--- config.mk ---
export PLATFORM = sky130hd
export DESIGN_NAME = mma_cell
export DESIGN_NICKNAME = d
export VERILOG_FILES = /design/src/rtl/mma_pkg.sv /design/src/rtl/mma_cell.sv
export SDC_FILE = /design/constraint.sdc
export NUM_CORES = 1
export LEC_CHECK = 0
export ABC_CLOCK_PERIOD_IN_PS = 8900
export BUFFER_PORTS_ARGS = -buffer_cell sky130_fd_sc_hd__buf_2
export CORE_ASPECT_RATIO = 1.4
export CORE_UTILIZATION = 50
export CTS_BUF_LIST = sky130_fd_sc_hd__clkbuf_4 sky130_fd_sc_hd__clkbuf_8
export CTS_CLUSTER_DIAMETER = 80
export DETAILED_ROUTE_END_ITERATION = 6
export HOLD_SLACK_MARGIN = 0.08
export PLACE_DENSITY_LB_ADDON = 0.15
export SYNTH_ARGS = -nofsm -noshare
export SYNTH_HDL_FRONTEND = slang
export SYNTH_SLANG_ARGS = --single-unit
--- constraint.sdc ---
create_clock -name clk -period 8.9 [get_ports clk]
set_input_delay 1.78 -clock clk [delete_from_list [all_inputs] [get_ports clk]]
set_output_delay 1.78 -clock clk [all_outputs]
set_load 0.01 [all_outputs]
--- src/rtl/mma_pkg.sv ---
// ----------------------------------------------------------------------------
// Matrix multiply-accumulate package
// Shared item types, action and register codes, and sequencer types.
// ----------------------------------------------------------------------------
package mma_pkg;

	localparam int ACC_W  = 48;
	localparam int ELEM_W = 16;

	localparam logic [2:0] ACT_WR_A    = 3'd0;
	localparam logic [2:0] ACT_WR_B    = 3'd1;
	localparam logic [2:0] ACT_WR_C    = 3'd2;
	localparam logic [2:0] ACT_COMPUTE = 3'd3;
	localparam logic [2:0] ACT_RD_C    = 3'd4;

	localparam logic [1:0] CFG_N_BLOCKS = 2'd0;
	localparam logic [1:0] CFG_M_BLOCKS = 2'd1;
	localparam logic [1:0] CFG_P_BLOCKS = 2'd2;

	typedef struct packed {
		logic [2:0]              action;
		logic [5:0]              row;
		logic [5:0]              col;
		logic signed [ACC_W-1:0] value;
	} in_item_t;

	typedef struct packed {
		logic signed [ACC_W-1:0] data;
		logic                    status;
	} out_item_t;

	typedef enum logic [1:0] {
		OP_LOAD,
		OP_MAC,
		OP_STORE
	} op_t;

	typedef enum logic [1:0] {
		ST_IDLE,
		ST_RUN,
		ST_DRAIN
	} state_t;

	typedef struct packed {
		logic v;
		op_t  op;
	} tok_t;

endpackage

--- src/rtl/mma_cell.sv ---
// ----------------------------------------------------------------------------
// Accumulator cell
// One accumulator of the rotating ring; the tail cell applies the operation.
// ----------------------------------------------------------------------------
module mma_cell (
	input  logic                       clk,
	input  logic                       shift,
	input  logic                       apply,
	input  mma_pkg::op_t               op,
	input  logic [mma_pkg::ACC_W-1:0]  cval,
	input  logic [mma_pkg::ACC_W-1:0]  prod,
	input  logic [mma_pkg::ACC_W-1:0]  d,
	output logic [mma_pkg::ACC_W-1:0]  q
);
	import mma_pkg::*;

	logic [ACC_W-1:0] upd;

	always_comb begin
		upd = d;
		if (apply) begin
			case (op)
				OP_LOAD: upd = cval;
				OP_MAC:  upd = d + prod;
				default: upd = d;
			endcase
		end
	end

	always_ff @(posedge clk) begin
		if (shift) begin
			q <= upd;
		end
	end
endmodule

==> results.yml <==
cells_and_area:
  final_util_pct: 63.09
  fin_area_um2: 6246
  final_common_cell: "buf_2"
  reg.largest.list: "q (48)"
  fill_cells: 949
  area_growth_pct: 22.17
  final_layout_size_suffix_gt1_share_pct: 28.46
  num_antenna_cells: 0
  multi_input_area_um2: 3483
  final_cell_count_no_fill: 908
  layout.nets: 969
  largest-register: "q"
  largest_reg_flops: 48
  regArea_um2: 1441
  mostFrequentLayoutCells: "buf_2, nand2_1, o21ai_0, a21oi_1, edfxtp_1"
power_and_ir_drop:
  ir_drop_mv: 0.06224
  leakage_nw: 2.918
  p_total_uw: 799.2
  powerDensity_nw_per_um2: 128.0
sta:
  rsz0062_at_grt: "no"
  max_freq_mhz: 224.7
  fin_ws_ns: 4.450
  whs_ns: 1.742
  setup_viol: 0
  final_max_slew_viol_count: 0
  period_minus_slack_ns: 4.450
  worst_pin_slew_ns: 1.228
  hold_viol: 0
  max-slew-margin-rel_pct: 18.10
  post-route-period-util_pct: 50.00
  fin_setup_tns_ns: 0
floorplan:
  ioPinCount: 197
  rows: 43
  dieArea_um2: 10640
  coreArea_um2: 9899
  dieHeight_um: 121.6
  start_util_pct: 51.64
  die_w_um: 87.46
drt:
  ant_nets: 0
  wl_per_cell_um: 16.13
  drc: 0
  num_vias: 5204
  drt_iter0_markers: 217
  route.met2.wl_um: 7329
  wl_met1_um: 5830
  met3RoutedLength_um: 956
  top_layer: "met4"
  routed_wl_um: 14640
  vias_per_cell: 5.731
  drt_first_pass_iters: 5
logic_synthesis:
  async_flop_share_pct: 0
  netlist_area_um2: 5112
  synth_seq_cells: 48
  ys_seq_area_share_pct: 28.19
  synth_cell_type_count: 54
  synth_edf_count: 48
  synthCells: 605
  yosys_warnings: 0
  synth_area_per_cell_um2: 8.450
  syn_nets: 802
  synthFlopType: "edfxtp_1"
clocking:
  h-tree-depth: 2
  clkSinkCount: 48
  post_cts_buffers: 0
  cts_tree: "done"
  cts_buffers: 5
  cts_buffer_depth: 2
  hold_buffers: 0
  root_buffer: "clkbuf_8"
  cts_repair_resize_count: 0
  cts.clk_slew.worst_paths_ns: 0.11
placed_design:
  dp_hpwl_um: 11350
  port_buffers: 196
  pre_cts_ws_ns: 4.142
  gp_congestion: 0.9477
  dpl_cell_area_um2: 6131
  dp.cells: 900
global_routing:
  grt_overflow: 0
  grt_pass1_wl_um: 23290
  grt_pass1_vias: 5211
  gr-usage-all-layers_pct: 27.86
  grt_max_degree: 96
  antenna_found_initial: 0
worst_hold_path:
  hold_path_class: "in -> reg"
critical_path:
  cp_max_fo: 6
  worst-setup-path-type: "in -> reg"
  start_kind: "primary input"
  crit_start: "prod[16]"
  crit_required_ns: 8.96
  crit_arrival_ns: 4.51
  cp-endpoint: "q[47]$_DFFE_PP_"
  end_kind: "flip-flop"
run:
  cap_viol_max_count: 0
status:
  status: "finished, final reports clean"
## logic make-up (layout without fill, tap and decap cells)
group	Yosys count	count (layout)	share of synthesized area [%]
AOI/OAI and AO/OA	224	224	26.63
and+or+nand+nor	155	155	14.83
buffers and inverters	49	217	3.720
adders and majority gates	48	48	11.89
DFF	48	48	28.19
xor gates and xnor gates	46	46	7.880
muxes	35	35	6.853
## power breakdown
group | switching, mW | internal [mW]
clock | 0.0921 | 0.0850
combinational | 0.192 | 0.147
sequential | 0.00586 | 0.277
## synthesized netlist by cell type (all sizes together) (2+ instances only)
library cell / n / area [µm²]
ha: 47 / 588.1
nor2: 14 / 52.55
and2: 6 / 37.54
nand2: 83 / 314.1
a211oi: 2 / 15.01
o31ai: 3 / 27.52
o41a: 2 / 32.53
clkbuf: 33 / 125.1
nor3: 8 / 55.05
a21o: 25 / 187.7
a21boi: 2 / 15.01
and3: 2 / 12.51
o22ai: 2 / 12.51
o211ai: 3 / 27.52
a31oi: 9 / 71.32
a211o: 2 / 17.52
nor2b: 3 / 18.77
buf: 5 / 23.77
nand3: 8 / 40.04
a41oi: 6 / 52.55
inv: 11 / 41.29
xnor2: 30 / 262.8
a21oi: 68 / 344.1
o21bai: 12 / 90.09
edfxtp: 48 / 1441
nor3b: 14 / 110.1
o21ai: 82 / 414.2
nand4: 11 / 68.82
xor2: 16 / 140.1
mux2i: 35 / 350.3
nand2b: 2 / 12.51
## how the worst min path moves through the flow
| stage | slack [ns] | to | startpoint | depth (start not counted) |
|---|---|---|---|---|
| finish | 1.74 | q[26]$_DFFE_PP_ | d[26] | 3 |
| detailed placement | 2.08 | q[26]$_DFFE_PP_ | d[26] | 3 |
| global route | 1.75 | q[8]$_DFFE_PP_ | d[8] | 3 |
| floorplan | 1.89 | q[0]$_DFFE_PP_ | shift | 0 |
| global placement | 2.07 | q[29]$_DFFE_PP_ | d[29] | 3 |
| CTS | 1.73 | q[26]$_DFFE_PP_ | d[26] | 3 |
## metal layers
layer  up-vias  GRT usage, %
met1      2362         32.44
met5         -             0
met3        41         3.388
met2       225         49.76
li1       2576             -
met4         0         13.63
## cell type report
type | instances | area share [%]
Clock buffer | 5 | 1.102
Clock inverter | 3 | 0.7412
Inverter | 11 | 0.6611
Multi-Input combinational cell | 508 | 55.77
Sequential cell | 48 | 23.08
Tap cell | 135 | 2.704
Timing Repair Buffer | 198 | 15.95
## worst max-delay path, stage by stage
cell and delay [ns]:
buf_2 0.10, ha_1 0.36, a21oi_1 0.26, o21ai_0 0.18
a31oi_1 0.27, o21ai_0 0.20, o211ai_1 0.30, nand2_1 0.11
o41ai_1 0.47, xnor2_1 0.19, mux2i_1 0.21, a21oi_1 0.08
(Power assumes the default switching activity.)
