**src/rtl/mma_pkg.sv**
```systemverilog
// ----------------------------------------------------------------------------
// Matrix multiply-accumulate package
// Shared item types, action and register codes, and sequencer types.
// ----------------------------------------------------------------------------
package mma_pkg;

	localparam int ACC_W  = 48;
	localparam int ELEM_W = 16;

	localparam logic [2:0] ACT_WR_A    = 3'd0;
	localparam logic [2:0] ACT_WR_B    = 3'd1;
	localparam logic [2:0] ACT_WR_C    = 3'd2;
	localparam logic [2:0] ACT_COMPUTE = 3'd3;
	localparam logic [2:0] ACT_RD_C    = 3'd4;

	localparam logic [1:0] CFG_N_BLOCKS = 2'd0;
	localparam logic [1:0] CFG_M_BLOCKS = 2'd1;
	localparam logic [1:0] CFG_P_BLOCKS = 2'd2;

	typedef struct packed {
		logic [2:0]              action;
		logic [5:0]              row;
		logic [5:0]              col;
		logic signed [ACC_W-1:0] value;
	} in_item_t;

	typedef struct packed {
		logic signed [ACC_W-1:0] data;
		logic                    status;
	} out_item_t;

	typedef enum logic [1:0] {
		OP_LOAD,
		OP_MAC,
		OP_STORE
	} op_t;

	typedef enum logic [1:0] {
		ST_IDLE,
		ST_RUN,
		ST_DRAIN
	} state_t;

	typedef struct packed {
		logic v;
		op_t  op;
	} tok_t;

endpackage

```
**src/rtl/mma_seq.sv**
```systemverilog
// ----------------------------------------------------------------------------
// Multiply sequencer
// Walks rows, column tiles and the inner dimension, issuing one word a cycle.
// ----------------------------------------------------------------------------
module mma_seq #(
	parameter int TILE    = 8,
	parameter int MAX_DIM = 64
) (
	input  logic                                  clk,
	input  logic                                  arst_n,
	input  logic                                  start,
	input  logic [$clog2(MAX_DIM+1)-1:0]          nd,
	input  logic [$clog2(MAX_DIM+1)-1:0]          md,
	input  logic [$clog2(MAX_DIM+1)-1:0]          pd,
	input  logic                                  pipe_empty,
	output logic                                  busy,
	output logic                                  done,
	output mma_pkg::tok_t                         tok,
	output logic [$clog2(MAX_DIM*MAX_DIM)-1:0]    a_addr,
	output logic [$clog2(MAX_DIM*MAX_DIM)-1:0]    b_addr,
	output logic [$clog2(MAX_DIM*MAX_DIM)-1:0]    c_addr
);
	import mma_pkg::*;

	localparam int DIM_W  = $clog2(MAX_DIM+1);
	localparam int IDX_W  = $clog2(MAX_DIM);
	localparam int ADDR_W = $clog2(MAX_DIM*MAX_DIM);
	localparam int T_W    = $clog2(TILE);

	function automatic logic [ADDR_W-1:0] addr_of(logic [IDX_W-1:0] r, logic [IDX_W-1:0] c);
		return ADDR_W'(r) * ADDR_W'(MAX_DIM) + ADDR_W'(c);
	endfunction

	state_t           state_q, state_d;
	op_t              phase_q;
	logic [DIM_W-1:0] i_q, jb_q, k_q;
	logic [T_W-1:0]   t_q;
	logic             t_last, k_last, j_last, i_last, run_end;
	logic [IDX_W-1:0] col;

	assign t_last  = t_q == T_W'(TILE-1);
	assign k_last  = ({1'b0, k_q} + (DIM_W+1)'(1)) == {1'b0, pd};
	assign j_last  = ({1'b0, jb_q} + (DIM_W+1)'(TILE)) >= {1'b0, md};
	assign i_last  = ({1'b0, i_q} + (DIM_W+1)'(1)) >= {1'b0, nd};
	assign run_end = t_last && phase_q == OP_STORE && j_last && i_last;

	assign col    = jb_q[IDX_W-1:0] + IDX_W'(t_q);
	assign a_addr = addr_of(i_q[IDX_W-1:0], k_q[IDX_W-1:0]);
	assign b_addr = addr_of(k_q[IDX_W-1:0], col);
	assign c_addr = addr_of(i_q[IDX_W-1:0], col);

	always_comb begin
		state_d = state_q;
		done    = 1'b0;
		case (state_q)
			ST_IDLE: begin
				if (start) begin
					state_d = (nd == '0 || md == '0) ? ST_DRAIN : ST_RUN;
				end
			end
			ST_RUN: begin
				if (run_end) begin
					state_d = ST_DRAIN;
				end
			end
			ST_DRAIN: begin
				if (pipe_empty) begin
					state_d = ST_IDLE;
					done    = 1'b1;
				end
			end
			default: state_d = ST_IDLE;
		endcase
	end

	assign busy   = state_q != ST_IDLE;
	assign tok.v  = state_q == ST_RUN;
	assign tok.op = phase_q;

	always_ff @(posedge clk or negedge arst_n) begin
		if (!arst_n) begin
			state_q <= ST_IDLE;
		end else begin
			state_q <= state_d;
		end
	end

	// Each group of TILE words (loads, one k of products, stores) turns the ring once.
	always_ff @(posedge clk or negedge arst_n) begin
		if (!arst_n) begin
			phase_q <= OP_LOAD;
			i_q     <= '0;
			jb_q    <= '0;
			k_q     <= '0;
			t_q     <= '0;
		end else if (start && state_q == ST_IDLE) begin
			phase_q <= OP_LOAD;
			i_q     <= '0;
			jb_q    <= '0;
			k_q     <= '0;
			t_q     <= '0;
		end else if (state_q == ST_RUN) begin
			if (!t_last) begin
				t_q <= t_q + T_W'(1);
			end else begin
				t_q <= '0;
				case (phase_q)
					OP_LOAD: begin
						k_q     <= '0;
						phase_q <= (pd == '0) ? OP_STORE : OP_MAC;
					end
					OP_MAC: begin
						if (k_last) begin
							phase_q <= OP_STORE;
						end else begin
							k_q <= k_q + DIM_W'(1);
						end
					end
					default: begin
						phase_q <= OP_LOAD;
						if (j_last) begin
							jb_q <= '0;
							i_q  <= i_q + DIM_W'(1);
						end else begin
							jb_q <= jb_q + DIM_W'(TILE);
						end
					end
				endcase
			end
		end
	end
endmodule

```
**config.mk**
```make
export PLATFORM = sky130hd
export DESIGN_NAME = mma_seq
export DESIGN_NICKNAME = d
export VERILOG_FILES = /design/src/rtl/mma_pkg.sv /design/src/rtl/mma_seq.sv
export SDC_FILE = /design/constraint.sdc
export NUM_CORES = 1
export LEC_CHECK = 0
export ABC_AREA = 0
export BUFFER_PORTS_ARGS = -buffer_cell sky130_fd_sc_hd__clkbuf_2
export CAP_MARGIN = 25
export CORE_MARGIN = 2
export CORE_UTILIZATION = 50
export DETAILED_ROUTE_END_ITERATION = 6
export PLACE_DENSITY = 0.85
export SYNTH_ARGS = -nofsm -noshare
export SYNTH_HDL_FRONTEND = slang
export SYNTH_SLANG_ARGS = --single-unit
```
**constraint.sdc**
```tcl
create_clock -name clk -period 6.3 [get_ports clk]
set_input_delay 1.575 -clock clk [delete_from_list [all_inputs] [get_ports clk]]
set_output_delay 1.575 -clock clk [all_outputs]
set_load 0.02 [all_outputs]
```
==> impl_results.md <==
- Worst skew pair latency: 0.27 ns
- Comb pwr share: 57.2%
- Slew headroom: 59.7%
- First drt pass iteration count: 4
- Worst Reg-to-Reg Cells: 7
- Critical Path Fanout Max: 3
- # rows: 23
- WL/cell: 13.4 µm
- Vias: 1919
- Syn-to-layout area delta: 7.07%
- Post-synthesis adder-cell area fraction: 9.28%
- MaxCap Viol Count: 0
- Vias in the first global route: 1760
- Vert. Die Dim: 69.7 µm
- Post-CTS setup buffer count: 0
- Tot GR Track Use: 19.2%
- Register Area: 626 µm²
- RSZ-0062 raised after global routing: false
- Reg2reg setup slack: 3.90 ns
- Register share of total power: 32.4%
- Clock Skew: 0.00185 ns
- Initial DRC count: 118
- # nets final: 327
- Critical Path End Type: output pin
- CTS max path bufs: 2
- Met2 usage in global routing: 34.1%
- Die Width: 69.7 µm
- Port-buffer cells: 65
- Met1 Use GR: 24.0%
- Clock root buffer: clkbuf_8
- Outcome: complete, no violations
- Starting Density: 52.8%
- CTS tree: done
- Core area: 0.00409 mm²
- XOR/XNOR Fraction of Synth Area: 6.09%
- Mapped Area: 0.00216 mm²
- Final period utilization: 56.4%
- ANT nets after route: 0
- Yosys reg bits: 25
- Grt total ovfl: 0
- Power density over the cells: 395 mW/mm²
- Post-synthesis mux area share: 0.464%
- Sw frac: 50.1%
- Detail Placement HPWL: 3740 µm
- Max-slew violations: 0
- DRT Wirelength: 4490 µm
- Final Wtd Congestion: 0.875
- Core Util, Final: 56.6%
- H-tree lvl count: 1
- Met3 usage in global routing: 4.36%
- Critical path class: in -> out
- IO Count: 66
- Via/cell ratio: 5.73
- Synthesized net count: 299
- CP arrival: 1.98 ns
- HP Class: reg -> reg
- Syn_area_per_cell: 8.37 µm²
- DR DRC count: 0
- Fmax: 0.281 GHz
- Hold-fix buffer count after cts: 0
- Worst Hold End: i_q[6]
- P_leak: 1.20 nW
- Filler cells: 369
- Startpoint types: primary input
- # diodes: 0
- Top_reg_cell synth: dfrtp_1
- Asr flop ratio synth: 100%
- Antenna violations before repair: 0
- Clock power share: 10.4%
- Slew of the pin with the lowest slew margin: 0.604 ns
- Synth Instances: 258
- Final setup violation count: 0
- RR Endpoint: k_q[4]
- Worst r2r src: k_q[0]
- TNS Setup: 0 ns
- Worst Path Required: 4.72 ns
- Largest net degree at the start of global routing: 26
- Post-synth EDFFs: 0
- Int Pwr: 456 µW
- Sw Pwr: 457 µW
- Hold path depth: 2
- Fin crit period: 3.56 ns
- Combinational family with the most area after synthesis: simple AND/OR/NAND/NOR gates
- Clock-pin slew on the worst setup and hold paths: 0.09 ns
- Multi-input gate area: 0.00120 mm²
- Peak supply drop: 0.248 mV
- Simple-gate area share of the yosys netlist: 21.1%
- GRT busiest layer: met2
- Synth Area in Compound Gates: 18.8%
- Total CTS buffers: 3
- CTS resizes: 0
- Register area share after synthesis: 29.0%
- First-pass GRT wire length: 7780 µm
- Clk sinks: 25
- Total Die Area: 0.00486 mm²
- Hold path start: i_q[6]
- Layout cells sized above 1: 28.1%
- Synth cell types: 52
- Endpoints failing hold: 0
- Yosys warnings: 0
[cell families (layout without fill, tap and decap cells)]
| family | after synthesis | after routing |
|---|---|---|
| xor gates and xnor gates | 15 | 15 |
| and+or+nand+nor | 86 | 86 |
| adders and majority gates | 16 | 16 |
| buffers and inverters | 54 | 81 |
| AOI/OAI and AO/OA | 61 | 61 |
| muxes | 1 | 1 |
| DFF | 25 | 25 |
[Yosys cell counts, types with 3 or more instances]
cell	n	area share [%]
and3_1	4	1.2
nand3_1	6	1.4
dfrtp_1	25	29
a21oi_1	6	1.4
nor2_1	10	1.7
xnor2_1	7	2.8
nor3_1	5	1.2
nor4_1	3	0.87
xor2_1	8	3.2
ha_1	16	9.3
inv_1	12	2.1
buf_4	33	11
a21o_1	6	2.1
nand2_1	33	5.7
clkbuf_1	7	1.2
or3_1	3	0.87
a31oi_1	7	2.0
o21ai_0	24	5.6
[final cells by class]
type	instances	area share, %
clock inverter	1	0.325
clock buffer	3	1.79
tap	50	2.71
sequential	25	27.1
inverter	12	1.95
timing repair buffer	65	14.1
multi-input combinational	179	52.1
[cells in the final DEF, fill, tap and decap left out, types with 2 or more instances in the layout]
| cell type | synthesis | final |
|---|---|---|
| and3_1 | 4 | 4 |
| xor2_1 | 8 | 8 |
| xnor2_1 | 7 | 7 |
| a21o_1 | 6 | 6 |
| nand2_1 | 33 | 33 |
| or2_2 | 2 | 2 |
| nand3b_1 | 2 | 2 |
| a21oi_1 | 6 | 6 |
| nor2_1 | 10 | 10 |
| nand3_1 | 6 | 6 |
| a31oi_1 | 7 | 7 |
| or3_1 | 3 | 3 |
| nor4b_1 | 2 | 2 |
| nand4_1 | 2 | 2 |
| ha_1 | 16 | 16 |
| nor2b_1 | 2 | 2 |
| nor4_1 | 3 | 3 |
| nor3_1 | 5 | 5 |
| nand3_2 | 2 | 2 |
| o21ai_0 | 24 | 24 |
| clkbuf_2 | 1 | 65 |
| o211ai_1 | 2 | 2 |
| o2111a_1 | 2 | 2 |
| o41ai_1 | 2 | 2 |
| inv_1 | 12 | 12 |
| dfrtp_1 | 25 | 25 |
| clkbuf_8 | 0 | 3 |
[critical path: stages]
cell and delay, ns:
clkbuf_2 0.10, and3b_1 0.15, clkbuf_2 0.16
[how the worst max path moves through the flow]
stage	from	cells after the start	endpoint	slack, ns
global route	pipe_empty	3	done	2.73
global placement	pipe_empty	3	done	2.76
detailed placement	pipe_empty	3	done	2.74
CTS	pipe_empty	3	done	2.74
finish	pipe_empty	3	done	2.74
floorplan	pipe_empty	1	done	2.90
[power by group through the flow]
stage | logic (mW) | clock network, mW | registers, mW
detailed placement | 0.526 | 0 | 0.298
finish | 0.523 | 0.0950 | 0.295
global placement | 0.505 | 0 | 0.295
global route | 0.584 | 0.103 | 0.307
floorplan | 0.477 | 0 | 0.269
CTS | 0.526 | 0.0980 | 0.294
[routing by layer]
metal  share of wire, %  vias to the layer above
met2                 50                       69
li1                   -                      945
met1                 43                      899
met3                6.2                        6
met5                  0                        -
met4                1.1                        0
[sequential cells by signal, indices dropped and copies added (netlist names)]
| register | flops |
|---|---|
| k_q | 7 |
| jb_q | 4 |
| i_q | 7 |
| t_q | 3 |
| phase_q | 2 |
| state_q | 2 |
[through the flow]
step | power (mW) | cell area, µm² | worst slack, ns | hold WS, ns | cells
after CTS | 0.918 | 2310 | 2.74 | 0.547 | 335
final | 0.913 | 2310 | 2.74 | 0.541 | 335
after global routing | 0.995 | 2310 | 2.73 | 0.593 | 335
after detailed placement | 0.824 | 2260 | 2.74 | 0.527 | 331
after floorplan | 0.746 | 2160 | 2.90 | 0.491 | 258
after global placement | 0.800 | 2260 | 2.76 | 0.512 | 331
Note: power is estimated with default switching activity, not from simulation.
